File: src/rtl/core/eewl_pkg.sv
// eewl_pkg: shared constants, command codes and controller types for the
// eeprom block rotator. No dependencies.
`default_nettype none

package eewl_pkg;

  // block geometry
  localparam int BLOCK_BYTES  = 32;
  localparam int BLOCK_COUNT  = 4;
  localparam int HEADER_BYTES = 4;
  localparam int DATA_BYTES   = BLOCK_BYTES - HEADER_BYTES;

  // derived widths
  localparam int BLK_W  = (BLOCK_COUNT > 1) ? $clog2(BLOCK_COUNT) : 1;
  localparam int DIDX_W = $clog2(DATA_BYTES);
  localparam int CNT_W  = $clog2(BLOCK_BYTES + 1);

  // fixed port widths
  localparam int CMD_W   = 3;
  localparam int OFF_W   = 5;
  localparam int BYTE_W  = 8;
  localparam int HDR_W   = 32;
  localparam int FRAME_W = 24;
  localparam int FLEN_W  = 2;
  localparam int ACT_W   = 2;

  // generation header and microwire opcodes
  localparam logic [HDR_W-1:0]  HDR_A      = 32'hAA55AA55;
  localparam logic [BYTE_W-1:0] MW_READ    = 8'b0000_0110;
  localparam logic [BYTE_W-1:0] MW_WRITE   = 8'b0000_0010;
  localparam logic [BYTE_W-1:0] MW_EWEN    = 8'b0110_0000;
  localparam logic [BYTE_W-1:0] MW_EWDS    = 8'b0000_0000;
  localparam logic [FLEN_W-1:0] FLEN_NONE  = 2'd0;
  localparam logic [FLEN_W-1:0] FLEN_TWO   = 2'd2;
  localparam logic [FLEN_W-1:0] FLEN_THREE = 2'd3;

  typedef enum logic [CMD_W-1:0] {
    CMD_BEGIN_SCAN  = 3'd0,
    CMD_HEADER_SEEN = 3'd1,
    CMD_LOAD_BYTE   = 3'd2,
    CMD_HOST_WRITE  = 3'd3,
    CMD_HOST_READ   = 3'd4,
    CMD_FLUSH       = 3'd5
  } cmd_t;

  typedef enum logic [1:0] {
    ST_IDLE,
    ST_EXEC,
    ST_FLUSH
  } state_t;

  // controller to datapath
  typedef struct packed {
    logic latch;
    logic exec_one;
    logic flush_open;
    logic flush_byte;
    logic flush_close;
  } ctrl_t;

  // datapath to controller
  typedef struct packed {
    logic slot_free;
    logic flush_go;
    logic bytes_done;
  } stat_t;

  // read frame for one block: opcode, then word address shifted left
  function automatic logic [FRAME_W-1:0] read_frame(input logic [BLK_W-1:0] blk);
    logic [15:0] addr;
    addr = 16'(blk) * 16'(BLOCK_BYTES);
    return {MW_READ, addr[6:0], 1'b0, 8'h00};
  endfunction

endpackage

`default_nettype wire

File: src/rtl/core/eeprom_wear_level_block_rotator.sv
// eeprom_wear_level_block_rotator: top level of the eeprom block rotator.
// Depends on eewl_pkg, eewl_ctrl and eewl_dp.
//
// Usage:
//   The input channel (in_valid/in_ready) takes one command request at a
//   time: begin scan, header seen, load byte, host write, host read, flush.
//   The result channel (out_valid/out_ready) returns the results of each
//   request in order; out_last marks the final one of a request.
//   A request is latched on acceptance and executed once the result
//   register is free; its results leave through the result register.
//   A flush with pending data walks the block one byte per cycle while the
//   receiver keeps up: write enable, one write per block byte, write
//   disable, 34 results in all; the input stays busy until the write
//   disable has been issued.
//   in_ready is high only while the controller is idle.
//   When the receiver stalls, the result register holds its value and the
//   sequencer waits; nothing is dropped or repeated.
//   Reset (rst_n low, synchronous) clears all flags, the block index, the
//   data buffer valid bits and the scan state; the header returns to its
//   default generation value. No clearing pass is needed.
`default_nettype none

module eeprom_wear_level_block_rotator (
  input  wire logic                          clk,
  input  wire logic                          rst_n,
  input  wire logic                          in_valid,
  output logic                               in_ready,
  input  wire logic [eewl_pkg::CMD_W-1:0]    in_command,
  input  wire logic [eewl_pkg::OFF_W-1:0]    in_byte_offset,
  input  wire logic [eewl_pkg::BYTE_W-1:0]   in_byte_value,
  input  wire logic [eewl_pkg::HDR_W-1:0]    in_header_word,
  output logic                               out_valid,
  input  wire logic                          out_ready,
  output logic [eewl_pkg::FRAME_W-1:0]       out_frame,
  output logic [eewl_pkg::FLEN_W-1:0]        out_frame_bytes,
  output logic                               out_last,
  output logic [eewl_pkg::BYTE_W-1:0]        out_read_value,
  output logic                               out_accepted,
  output logic                               out_status_valid,
  output logic                               out_scan_done,
  output logic [eewl_pkg::ACT_W-1:0]         out_active_block
);
  import eewl_pkg::*;

  ctrl_t ctrl;
  stat_t stat;

  // sequencing
  eewl_ctrl u_ctrl (
    .clk      (clk),
    .rst_n    (rst_n),
    .in_valid (in_valid),
    .in_ready (in_ready),
    .stat     (stat),
    .ctrl     (ctrl)
  );

  // state, buffer and result register
  eewl_dp u_dp (
    .clk              (clk),
    .rst_n            (rst_n),
    .ctrl             (ctrl),
    .stat             (stat),
    .in_command       (in_command),
    .in_byte_offset   (in_byte_offset),
    .in_byte_value    (in_byte_value),
    .in_header_word   (in_header_word),
    .out_valid        (out_valid),
    .out_ready        (out_ready),
    .out_frame        (out_frame),
    .out_frame_bytes  (out_frame_bytes),
    .out_last         (out_last),
    .out_read_value   (out_read_value),
    .out_accepted     (out_accepted),
    .out_status_valid (out_status_valid),
    .out_scan_done    (out_scan_done),
    .out_active_block (out_active_block)
  );

  // a latched request blocks the next one
  a_busy_after_accept: assert property (@(posedge clk) disable iff (!rst_n)
    in_valid && in_ready |=> !in_ready)
    else $error("request taken while previous still executing");

  // a byte write is never the final result of a request
  a_last_not_byte: assert property (@(posedge clk) disable iff (!rst_n)
    out_valid && out_last |-> out_frame_bytes != FLEN_THREE)
    else $error("flush ended on a byte write");

  // scan completion is a single-result request
  a_done_is_last: assert property (@(posedge clk) disable iff (!rst_n)
    out_valid && out_scan_done |-> out_last)
    else $error("scan done on a non-final result");

  // host accesses carry no frame
  a_acc_no_frame: assert property (@(posedge clk) disable iff (!rst_n)
    out_valid && out_accepted |-> out_frame_bytes == FLEN_NONE && out_last)
    else $error("accepted host access with a frame");

endmodule

`default_nettype wire

File: src/rtl/core/eewl_ctrl.sv
// eewl_ctrl: sequencing state machine of the block rotator.
// Depends on eewl_pkg; drives the datapath through ctrl_t.
`default_nettype none

module eewl_ctrl (
  input  wire logic           clk,
  input  wire logic           rst_n,
  input  wire logic           in_valid,
  output logic                in_ready,
  input  wire eewl_pkg::stat_t stat,
  output eewl_pkg::ctrl_t     ctrl
);
  import eewl_pkg::*;

  state_t state_r, state_nxt;

  // state register
  always_ff @(posedge clk) begin
    if (!rst_n) begin
      state_r <= ST_IDLE;
    end else begin
      state_r <= state_nxt;
    end
  end

  // next state and commands
  always_comb begin
    state_nxt = state_r;
    ctrl      = '0;
    in_ready  = 1'b0;
    unique case (state_r)
      ST_IDLE: begin
        in_ready = 1'b1;
        if (in_valid) begin
          ctrl.latch = 1'b1;
          state_nxt  = ST_EXEC;
        end
      end
      ST_EXEC: begin
        if (stat.slot_free) begin
          if (stat.flush_go) begin
            ctrl.flush_open = 1'b1;
            state_nxt       = ST_FLUSH;
          end else begin
            ctrl.exec_one = 1'b1;
            state_nxt     = ST_IDLE;
          end
        end
      end
      ST_FLUSH: begin
        if (stat.slot_free) begin
          if (stat.bytes_done) begin
            ctrl.flush_close = 1'b1;
            state_nxt        = ST_IDLE;
          end else begin
            ctrl.flush_byte = 1'b1;
          end
        end
      end
      default: begin
        state_nxt = ST_IDLE;
      end
    endcase
  end

endmodule

`default_nettype wire

File: src/rtl/core/eewl_dp.sv
// eewl_dp: request latch, rotator state, data buffer and result register.
// Depends on eewl_pkg; steered by eewl_ctrl through ctrl_t.
`default_nettype none

module eewl_dp (
  input  wire logic                          clk,
  input  wire logic                          rst_n,
  input  wire eewl_pkg::ctrl_t               ctrl,
  output eewl_pkg::stat_t                    stat,
  input  wire logic [eewl_pkg::CMD_W-1:0]    in_command,
  input  wire logic [eewl_pkg::OFF_W-1:0]    in_byte_offset,
  input  wire logic [eewl_pkg::BYTE_W-1:0]   in_byte_value,
  input  wire logic [eewl_pkg::HDR_W-1:0]    in_header_word,
  output logic                               out_valid,
  input  wire logic                          out_ready,
  output logic [eewl_pkg::FRAME_W-1:0]       out_frame,
  output logic [eewl_pkg::FLEN_W-1:0]        out_frame_bytes,
  output logic                               out_last,
  output logic [eewl_pkg::BYTE_W-1:0]        out_read_value,
  output logic                               out_accepted,
  output logic                               out_status_valid,
  output logic                               out_scan_done,
  output logic [eewl_pkg::ACT_W-1:0]         out_active_block
);
  import eewl_pkg::*;

  // latched request
  cmd_t              cmd_r;
  logic [OFF_W-1:0]  off_r;
  logic [BYTE_W-1:0] val_r;
  logic [HDR_W-1:0]  hdr_r;

  // rotator state
  logic              status_r, status_nxt;
  logic              pending_r, pending_nxt;
  logic [BLK_W-1:0]  idx_r, idx_nxt;
  logic [HDR_W-1:0]  gen_r, gen_nxt;
  logic [BLK_W-1:0]  scan_pos_r, scan_pos_nxt;
  logic              scanning_r, scanning_nxt;
  logic [CNT_W-1:0]  cnt_r, cnt_nxt;

  // data buffer with per-entry valid bits
  logic [BYTE_W-1:0]     dmem_r [DATA_BYTES];
  logic [DATA_BYTES-1:0] dvalid_r;
  logic                  dclear;
  logic                  wr_en;
  logic [DIDX_W-1:0]     wr_idx;
  logic [DIDX_W-1:0]     rd_idx;
  logic [BYTE_W-1:0]     rd_byte;

  // result register
  logic               ovalid_r;
  logic [FRAME_W-1:0] oframe_r, oframe_nxt;
  logic [FLEN_W-1:0]  olen_r, olen_nxt;
  logic               olast_r, olast_nxt;
  logic [BYTE_W-1:0]  orv_r, orv_nxt;
  logic               oacc_r, oacc_nxt;
  logic               odone_r, odone_nxt;
  logic               ostat_r;
  logic [BLK_W-1:0]   oidx_r;
  logic               oload;

  logic               in_range;
  logic               go_on;
  logic [15:0]        wr_addr;
  logic [1:0]         hdr_sel;

  // request latch
  always_ff @(posedge clk) begin
    if (ctrl.latch) begin
      cmd_r <= cmd_t'(in_command);
      off_r <= in_byte_offset;
      val_r <= in_byte_value;
      hdr_r <= in_header_word;
    end
  end

  assign in_range = (int'(off_r) < DATA_BYTES);
  assign oload    = ctrl.exec_one | ctrl.flush_open | ctrl.flush_byte | ctrl.flush_close;

  // status toward the controller
  assign stat.slot_free  = !ovalid_r || out_ready;
  assign stat.flush_go   = (cmd_r == CMD_FLUSH) && pending_r;
  assign stat.bytes_done = (cnt_r == CNT_W'(BLOCK_BYTES));

  // buffer read: flush walk or host read offset
  assign rd_idx  = ctrl.flush_byte ? DIDX_W'(cnt_r - CNT_W'(HEADER_BYTES))
                                   : DIDX_W'(off_r);
  assign rd_byte = dvalid_r[rd_idx] ? dmem_r[rd_idx] : '0;
  assign hdr_sel = 2'(cnt_r);
  assign wr_addr = 16'(idx_r) * 16'(BLOCK_BYTES) + 16'(cnt_r);
  assign wr_idx  = DIDX_W'(off_r);

  // command execution and flush sequencing
  always_comb begin
    status_nxt   = status_r;
    pending_nxt  = pending_r;
    idx_nxt      = idx_r;
    gen_nxt      = gen_r;
    scan_pos_nxt = scan_pos_r;
    scanning_nxt = scanning_r;
    cnt_nxt      = cnt_r;
    dclear       = 1'b0;
    wr_en        = 1'b0;
    go_on        = 1'b0;
    oframe_nxt   = '0;
    olen_nxt     = FLEN_NONE;
    olast_nxt    = 1'b0;
    orv_nxt      = '0;
    oacc_nxt     = 1'b0;
    odone_nxt    = 1'b0;

    if (ctrl.exec_one) begin
      olast_nxt = 1'b1;
      unique case (cmd_r)
        CMD_BEGIN_SCAN: begin
          dclear       = 1'b1;
          status_nxt   = 1'b0;
          pending_nxt  = 1'b0;
          idx_nxt      = '0;
          gen_nxt      = HDR_A;
          scan_pos_nxt = '0;
          scanning_nxt = 1'b1;
          oframe_nxt   = read_frame('0);
          olen_nxt     = FLEN_TWO;
        end
        CMD_HEADER_SEEN: begin
          if (scanning_r) begin
            // judge the header of the block under scan
            if (scan_pos_r == '0) begin
              idx_nxt = '0;
              if (hdr_r == HDR_A || hdr_r == ~HDR_A) begin
                gen_nxt    = hdr_r;
                status_nxt = 1'b1;
                go_on      = 1'b1;
              end else begin
                gen_nxt    = HDR_A;
                status_nxt = 1'b0;
              end
            end else if (hdr_r == gen_r) begin
              idx_nxt    = scan_pos_r;
              status_nxt = 1'b1;
              go_on      = 1'b1;
            end
            // ask for the next block or finish the scan
            if (go_on && (scan_pos_r != BLK_W'(BLOCK_COUNT - 1))) begin
              scan_pos_nxt = scan_pos_r + 1'b1;
              oframe_nxt   = read_frame(scan_pos_r + 1'b1);
              olen_nxt     = FLEN_TWO;
            end else begin
              scanning_nxt = 1'b0;
              odone_nxt    = 1'b1;
              if (status_nxt) begin
                oframe_nxt = read_frame(idx_nxt);
                olen_nxt   = FLEN_TWO;
              end
            end
          end
        end
        CMD_LOAD_BYTE: begin
          wr_en = in_range;
        end
        CMD_HOST_WRITE: begin
          wr_en    = in_range;
          oacc_nxt = in_range;
          if (in_range) begin
            pending_nxt = 1'b1;
          end
        end
        CMD_HOST_READ: begin
          if (status_r && in_range) begin
            oacc_nxt = 1'b1;
            orv_nxt  = rd_byte;
          end
        end
        CMD_FLUSH: begin
          // no pending data: lone empty result
        end
        default: begin
        end
      endcase
    end

    // flush start: rotate to the next block when one is valid, then write enable
    if (ctrl.flush_open) begin
      pending_nxt = 1'b0;
      cnt_nxt     = '0;
      if (status_r) begin
        if (idx_r == BLK_W'(BLOCK_COUNT - 1)) begin
          idx_nxt = '0;
          gen_nxt = ~gen_r;
        end else begin
          idx_nxt = idx_r + 1'b1;
        end
      end
      oframe_nxt = {MW_WRITE, MW_EWEN, 8'h00};
      olen_nxt   = FLEN_TWO;
    end

    // one byte write per cycle while the result register is free, header bytes first
    if (ctrl.flush_byte) begin
      cnt_nxt    = cnt_r + 1'b1;
      oframe_nxt = {MW_WRITE, 1'b1, wr_addr[6:0],
                    (int'(cnt_r) < HEADER_BYTES) ? gen_r[8*hdr_sel +: 8] : rd_byte};
      olen_nxt   = FLEN_THREE;
    end

    // write disable closes the flush
    if (ctrl.flush_close) begin
      oframe_nxt = {MW_WRITE, MW_EWDS, 8'h00};
      olen_nxt   = FLEN_TWO;
      olast_nxt  = 1'b1;
    end
  end

  // rotator state registers
  always_ff @(posedge clk) begin
    if (!rst_n) begin
      status_r   <= 1'b0;
      pending_r  <= 1'b0;
      idx_r      <= '0;
      gen_r      <= HDR_A;
      scan_pos_r <= '0;
      scanning_r <= 1'b0;
      cnt_r      <= '0;
    end else begin
      status_r   <= status_nxt;
      pending_r  <= pending_nxt;
      idx_r      <= idx_nxt;
      gen_r      <= gen_nxt;
      scan_pos_r <= scan_pos_nxt;
      scanning_r <= scanning_nxt;
      cnt_r      <= cnt_nxt;
    end
  end

  // data buffer contents
  always_ff @(posedge clk) begin
    if (wr_en) begin
      dmem_r[wr_idx] <= val_r;
    end
  end

  // buffer valid bits, cleared by reset and begin scan
  always_ff @(posedge clk) begin
    if (!rst_n) begin
      dvalid_r <= '0;
    end else if (dclear) begin
      dvalid_r <= '0;
    end else if (wr_en) begin
      dvalid_r[wr_idx] <= 1'b1;
    end
  end

  // result valid
  always_ff @(posedge clk) begin
    if (!rst_n) begin
      ovalid_r <= 1'b0;
    end else if (oload) begin
      ovalid_r <= 1'b1;
    end else if (out_ready) begin
      ovalid_r <= 1'b0;
    end
  end

  // result payload
  always_ff @(posedge clk) begin
    if (oload) begin
      oframe_r <= oframe_nxt;
      olen_r   <= olen_nxt;
      olast_r  <= olast_nxt;
      orv_r    <= orv_nxt;
      oacc_r   <= oacc_nxt;
      odone_r  <= odone_nxt;
      ostat_r  <= status_nxt;
      oidx_r   <= idx_nxt;
    end
  end

  assign out_valid        = ovalid_r;
  assign out_frame        = oframe_r;
  assign out_frame_bytes  = olen_r;
  assign out_last         = olast_r;
  assign out_read_value   = orv_r;
  assign out_accepted     = oacc_r;
  assign out_status_valid = ostat_r;
  assign out_scan_done    = odone_r;
  assign out_active_block = ACT_W'(oidx_r);

endmodule

`default_nettype wire

File: config.mk
export PLATFORM = sky130hd
export DESIGN_NAME = eeprom_wear_level_block_rotator
export DESIGN_NICKNAME = d
export VERILOG_FILES = /design/src/rtl/core/eewl_pkg.sv /design/src/rtl/core/eeprom_wear_level_block_rotator.sv /design/src/rtl/core/eewl_ctrl.sv /design/src/rtl/core/eewl_dp.sv
export SDC_FILE = /design/constraint.sdc
export NUM_CORES = 1
export LEC_CHECK = 0
export ABC_AREA = 1
export BUFFER_PORTS_ARGS = -buffer_cell sky130_fd_sc_hd__buf_2
export CORE_MARGIN = 8
export CORE_UTILIZATION = 39
export CTS_BUF_LIST = sky130_fd_sc_hd__clkbuf_8
export DETAILED_ROUTE_END_ITERATION = 16
export SLEW_MARGIN = 15
export SYNTH_ARGS = -nofsm -noshare
export SYNTH_HDL_FRONTEND = slang
export SYNTH_SLANG_ARGS = --single-unit
File: constraint.sdc
create_clock -name clk -period 3 [get_ports clk]
set_input_delay 0.6 -clock clk [delete_from_list [all_inputs] [get_ports clk]]
set_output_delay 0.6 -clock clk [all_outputs]
set_load 0.01 [all_outputs]
* Word-level counts from Yosys, hierarchy flattened
Memories as Yosys holds them, arrays and structs flattened.
Index checks and enable logic that the tools add are counted.
** Cells by class
- Equality and inequality tests :: 20
- Bitwise operators :: 7
- Add/subtract/negate cells :: 5
- Multiplexer cells :: 90
- Magnitude comparators :: 5
- Shift-type cells :: 1
- Reduce and logical (&&, ||, !) cells :: 25
** Operator list (count)
- 32-bit 2-to-1 mux :: 7
- 32-bit case mux with 2 select lines :: 1
- 24-bit 2-to-1 mux :: 2
- 24-bit case mux with 2 select lines :: 1
- 2-bit 2-to-1 mux :: 22
- 1-bit 2-to-1 mux :: 38
- 32-bit by 31-bit == test with 1-bit output, second input constant :: 1
- 32-bit == test :: 1
- 32-bit == test, second input constant :: 1
- 16-bit 2-to-1 mux :: 2
- 32-bit NOT :: 1
- 32-bit by 6-bit indexed part select with 8-bit output :: 1
- 28-bit bitwise OR :: 1
- 19-bit 2-to-1 mux :: 1
- 18-bit 2-to-1 mux :: 1
- 8-bit 2-to-1 mux :: 2
- 5-bit by 6-bit less-than comparator with 1-bit output, second input constant :: 2
- 6-bit 2-to-1 mux :: 2
- 2-bit case mux with 2 select lines :: 3
- 2-bit != test, second input constant :: 5
- 3-bit AND reduction :: 3
- 1-bit case mux with 2 select lines :: 4
- 4-bit AND reduction :: 2
- 2-bit nonzero test :: 4
- 29 further kinds :: 45
** Word-level totals
- Output and inout port bits :: 42
- Input bits :: 52
- Register bits after elaboration :: 164
- Memories :: 1
- Memory bits (writable) :: 224
** Memory list
- u_dp.dmem_r :: words 28, bits a word 8, read ports 1, clocked after Yosys merged registers in 0, wr ports 1, RTL line eewl_dp.sv:43 : logic [BYTE_W-1:0] dmem_r [DATA_BYTES];

* Logic depth before layout (Yosys ltp)
- Word-level depth :: 14
- Gate-level depth with buffers :: 21

* By module
A second synthesis with hierarchy kept.
** Second synthesis, totals
- Cell total of the unflattened synthesis :: 1746
- Area, all modules :: 17003.8 µm²
** Modules (own cells, without submodules)
- eewl_dp :: area each 16866.2 µm², cells each 1726, times used 1
- eewl_ctrl :: area each 137.6 µm², cells each 20, times used 1

* Worst setup path before layout
OpenSTA, ideal clock, no wires.
- Path kind :: register to register
- From :: register u_dp.cnt_r[1]
- To :: register u_dp.oframe_r[0], in the netlist u_dp.out_frame[0] (data pin)
- Library setup time :: 270 ps
- Data required time :: 2730 ps
- Arrival :: 2254 ps
- Setup slack :: 477 ps
- Period minus slack after synthesis :: 2523 ps
- Buffers on the path :: 3
- Stages on the path, launching flop included :: 21
- Cells stage by stage :: dfxtp_1 inv_1 buf_1 ha_1 nand2_1 inv_1 nand2_4 nand2_8 buf_6 nand2_2 o21ai_4 buf_2 nand3_1 nand3_1 nand2_1 nand2_1 nand2_1 nand2_1 nand2_1 nand2_1 a21oi_2
** On the way
- Longest elaborated chain between the ends :: 10
** RTL lines
- start: declaration :: RTL line eewl_dp.sv:40 : logic [CNT_W-1:0] cnt_r, cnt_nxt;
- start signal: assignment :: RTL line eewl_dp.sv:233 : cnt_r <= cnt_nxt;
- 6-bit == test :: RTL line eewl_dp.sv:84 : assign stat.bytes_done = (cnt_r == CNT_W'(BLOCK_BYTES));
- 1-bit 2-to-1 mux :: RTL line eewl_ctrl.sv:52 : if (stat.bytes_done) begin
- 2-bit 2-to-1 mux :: RTL line eewl_ctrl.sv:51 : if (stat.slot_free) begin
- 2-bit 2-to-1 mux :: RTL line eewl_ctrl.sv:31 : unique case (state_r)
- 5-bit 2-to-1 mux :: RTL line eewl_dp.sv:87 : assign rd_idx = ctrl.flush_byte ? DIDX_W'(cnt_r - CNT_W'(HEADER_BYTES))
- 1-bit binary-select mux with 5-bit select :: RTL line eewl_dp.sv:89 : assign rd_byte = dvalid_r[rd_idx] ? dmem_r[rd_idx] : '0;
- 1-bit 2-to-1 mux (implied by the code) :: RTL line eewl_dp.sv:89
- 8-bit 2-to-1 mux :: RTL line eewl_dp.sv:89
- 8-bit 2-to-1 mux :: RTL line eewl_dp.sv:204 : (int'(cnt_r) < HEADER_BYTES) ? gen_r[8*hdr_sel +: 8] : rd_byte};
- 16-bit 2-to-1 mux :: RTL line eewl_dp.sv:201 : if (ctrl.flush_byte) begin
- end signal: assignment :: RTL line eewl_dp.sv:269 : oframe_r <= oframe_nxt;
- end: declaration :: RTL line eewl_dp.sv:53 : logic [FRAME_W-1:0] oframe_r, oframe_nxt;
Parallel ways exist; a longest one is shown, timed or not. The select of a mux whose other input is x is not followed.
A chain may end at the register's enable or synchronous reset.

* Worst setup path after layout
- From :: register u_dp.cnt_r[3]
- To :: register u_dp.oframe_r[0], in the netlist u_dp.out_frame[0] (data pin)
The elaborated chain is that of the path after synthesis.

==> key figures <==
Detailed routing
  – Routed length on met3: ~3400 um
  – Number of vias per cell: 5.19
  – Met2 wire len: about 22000 um
  – Via total after detailed routing: 13.2k
  – Metal-1 WL: between 20000 and 25000 um
  – DR top layer: met4
  – Length of the first detailed-routing pass in iterations: 5
  – 1st-iter DRT viols: between 1k and 1.5k
  – ANT nets after route: 0
  – # DRC: 0
  – Drt total wl: 48200 um
  – Routed len/inst: 18.9 um

Layout
  – Most frequent cells in the layout: 400 x nand2_1, 306 x edfxtp_1, 304 x nand3_1
  – Leading cell type in the layout, fill and taps excluded: nand2_1
  – Diodes inserted: 0
  – Final instance area: 20000 sq um
  – Final nets: 1962
  – Non-filler cells, final: 2549
  – Layout cells sized above 1: 15.5%
  – Synth-to-Final Area Change: 16.6%

STA
  – Fin. Hold Viols: 0
  – Worst slew pin tran: 982 ps
  – Setup TNS: 0 ps
  – Fin. max-slew vios: 0
  – Slew headroom: 34.6%
  – Final clock skew: 29.2 ps
  – Endpoints failing setup: 0
  – Final Worst Setup Slack: between 200 and 250 ps
  – Fmax: between 300 and 400 MHz
  – Tcrit/Tclk final: 92.3%
  – Tmin final: 2770 ps
  – Setup repair after global routing missed its margin: false

Floorplanning
  – Starting density of the core: 39.2%
  – Die area: 51000 sq um
  – Die X: 226 um
  – Io pins: 94
  – Core Region: roughly 44000 sq um
  – Die height: roughly 230 um
  – Row count: 77

Critical path
  – Slowest-stage cell, CP: buf_4
  – R2r setup slk: 230 ps
  – CP peak stage delay: about 470 ps
  – Startpoint type of the worst setup path: flip-flop
  – Cell mode on critical path: nand2_1
  – WP buf/inv: 3
  – Crit end category: flip-flop
  – Crit path DAT: 3230 ps
  – CP max FO: 46
  – Crit-path cells: inv_1 > ha_1 > nand2_1 > inv_1 > nand2_4 > nand3_4 > buf_4 > nand3_1 > nand3_1 > nand3_1 > nand2_1 > nand2_1 > nand2_1 > nand2_1 > nand2_1 > nand2_1 > a21oi_2
  – Worst Reg-to-Reg Cells: 17
  – CP top delay family: simple AND/OR/NAND/NOR gates
  – Reg-to-reg endpoint: u_dp.out_frame[0]$_SDFFCE_PP0P_
  – RR Startpoint: u_dp.cnt_r[3]$_SDFFE_PN0P_
  – Kind of critical path: flip-flop to flip-flop
  – Critical Path RT: ~3500 ps

Clock tree
  – CTS Buf Count: slightly below 70
  – CTS tree: built
  – Clock root cell: clkbuf_8
  – Clock Sinks: 382
  – Skew-Pair Late Insertion Delay: 630 ps
  – CTS H-tree depth: 3
  – Clock buffer depth: 3
  – Clk pin slew, worst setup/hold paths: 60 ps
  – Hold buffers post-CTS: 0
  – Number of setup buffers added after CTS: 0

Placement
  – Post-DP HPWL: roughly 32000 um
  – Pre-CTS setup slack: 55.1 ps
  – # placed instances: 2422
  – Global placement routability congestion: ~0.87
  – DP Area: 18600 sq um
  – IO Port Bufs: 87

Pwr
  – LEAKAGE: slightly below 8 nW
  – VDD IR-drop max: a little under 0.0004 V
  – Tot Pwr: about 0.012 W
  – PD cells: 575 nW/um^2

Outcome
  – Status: completed

Yosys
  – Post-synthesis async set-or-reset flop share: 0%
  – Post-synthesis sequential area ratio: 62.4%
  – Distinct cells, synth: 41
  – Yosys warnings: 0
  – Post-synth top flop: edfxtp_1
  – Flops & latches, synth: 382
  – Synthesized area per cell: 9.80 sq um
  – Synth Cell Area: 17200 sq um
  – Post-synthesis cell count: 1752
  – Number of flops mapped to enable cells by yosys: 306

GRT
  – Gr ovfl total: 0
  – Largest net degree at the start of global routing: 80
  – First-pass GRT wire length: between 70000 and 80000 um
  – Initial antenna violation count: 0
  – Vias in the first global route: 12.9k
  – Overall routing resource usage: 18.7%

Min path
  – Hold path depth: 1
  – Hold Startpoint: in_header_word[20]
  – Endpoint, Worst Hold: u_dp.hdr_r[20]$_DFFE_PP_
  – Worst hold-check path type: input pin to flip-flop

Run
  – Max cap viols: 0
registers in the layout (all words and copies together) (netlist names), 3 cells and up:
signal,count
u_dp.dvalid_r,28
u_dp.cmd_r,3
u_dp.dmem_r,224
u_dp.off_r,5
u_dp.out_read_value,8
u_dp.cnt_r,6
u_dp.hdr_r,32
u_dp.gen_r,32
u_dp.val_r,8
u_dp.out_frame,18
how the worst max path moves through the flow:
stage	start	end	slack, ps	cells past startpoint
final	u_dp.cnt_r[3]$_SDFFE_PN0P_	u_dp.out_frame[0]$_SDFFCE_PP0P_	230	17
after global routing	u_dp.cnt_r[3]$_SDFFE_PN0P_	u_dp.out_frame[0]$_SDFFCE_PP0P_	7	17
after CTS	u_dp.cnt_r[3]$_SDFFE_PN0P_	u_dp.out_frame[0]$_SDFFCE_PP0P_	180	18
after detailed placement	out_ready	u_dp.out_frame[0]$_SDFFCE_PP0P_	60	17
after global placement	out_ready	u_dp.out_frame[0]$_SDFFCE_PP0P_	150	17
after floorplan	u_dp.cnt_r[1]$_SDFFE_PN0P_	u_dp.out_frame[0]$_SDFFCE_PP0P_	480	20
power by group:
group / switching [W] / internal (W) / total (W)
clock network: 0.00220 / 0.00269 / 0.00488
logic: 0.000512 / 0.000227 / 0.000739
registers: 0.0000823 / 0.00580 / 0.00588
total: 0.00279 / 0.00871 / 0.0115
synth_stat cells, types with 2 or more instances:
master | number | area share [%]
nand2_1 | 400 | 8.7
edfxtp_1 | 306 | 54
nand3_1 | 305 | 8.9
nor2_1 | 157 | 3.4
inv_1 | 122 | 2.7
o21ai_0 | 95 | 2.8
dfxtp_1 | 76 | 8.9
a21oi_1 | 46 | 1.3
clkbuf_1 | 38 | 0.83
buf_2 | 30 | 0.87
xnor2_1 | 21 | 1.1
nand4_1 | 18 | 0.66
a31oi_1 | 16 | 0.58
nand3b_1 | 15 | 0.66
nor3_1 | 15 | 0.44
buf_4 | 14 | 0.61
ha_1 | 9 | 0.66
inv_2 | 9 | 0.20
buf_6 | 7 | 0.46
o211ai_1 | 7 | 0.31
a21oi_2 | 6 | 0.31
o21ai_4 | 4 | 0.38
or2_2 | 4 | 0.15
buf_1 | 3 | 0.066
nand2_2 | 3 | 0.11
o21ai_1 | 3 | 0.087
o21ba_2 | 3 | 0.17
a211oi_1 | 2 | 0.087
clkinv_1 | 2 | 0.044
inv_4 | 2 | 0.073
nand2_4 | 2 | 0.13
nor2_4 | 2 | 0.13
nor2_8 | 2 | 0.23
cell type report:
class,count,area [sq um]
Fill cell,4156,23800
Sequential cell,382,10700
Multi-Input combinational cell,1148,5510
Timing Repair Buffer,166,1170
Clock buffer,76,1050
Tap cell,592,741
Inverter,135,512
Clock inverter,50,330
worst register-to-register path, stage by stage (launching register included):
cell and delay [ps]:
dfxtp_1 340, inv_1 110, ha_1 150, nand2_1 50, inv_1 80, nand2_4 110
nand3_4 170, buf_4 470, nand3_1 180, nand3_1 100, nand3_1 120, nand2_1 130
nand2_1 60, nand2_1 90, nand2_1 70, nand2_1 140, nand2_1 110, a21oi_2 130
routing by layer:
metal  vias to the layer above  GRT usage (%)
li1                       6314              -
met5                         -              0
met1                      6340           25.7
met2                       485           29.0
met3                        82           3.87
met4                         0           6.83
timing repair:
action,in CTS,in global routing
gates resized for setup,0,3
endpoints found under the hold margin,0,0
setup endpoints to repair,0,3
cell families (layout without fill, tap and decap cells):
| kind of cell | Yosys count | count (layout) | synth area share (%) |
|---|---|---|---|
| AOI/OAI and AO/OA | 185 | 185 | 6.20 |
| buffers and inverters | 227 | 427 | 5.82 |
| other | 1 | 6 | 0.0218 |
| xor gates and xnor gates | 22 | 22 | 1.12 |
| and+or+nand+nor | 926 | 926 | 23.8 |
| adders and majority gates | 9 | 9 | 0.656 |
| DFF | 382 | 382 | 62.4 |
metrics by stage:
| stage | utilization (%) | hold slack [ps] |
|---|---|---|
| global placement | 42.4 | 444 |
| finish | 45.7 | 153 |
| detailed placement | 42.4 | 458 |
| floorplan | - | 431 |
| CTS | 45.5 | 110 |
| global route | 45.7 | 114 |
No activity file was read; power rests on OpenSTA's default activity.
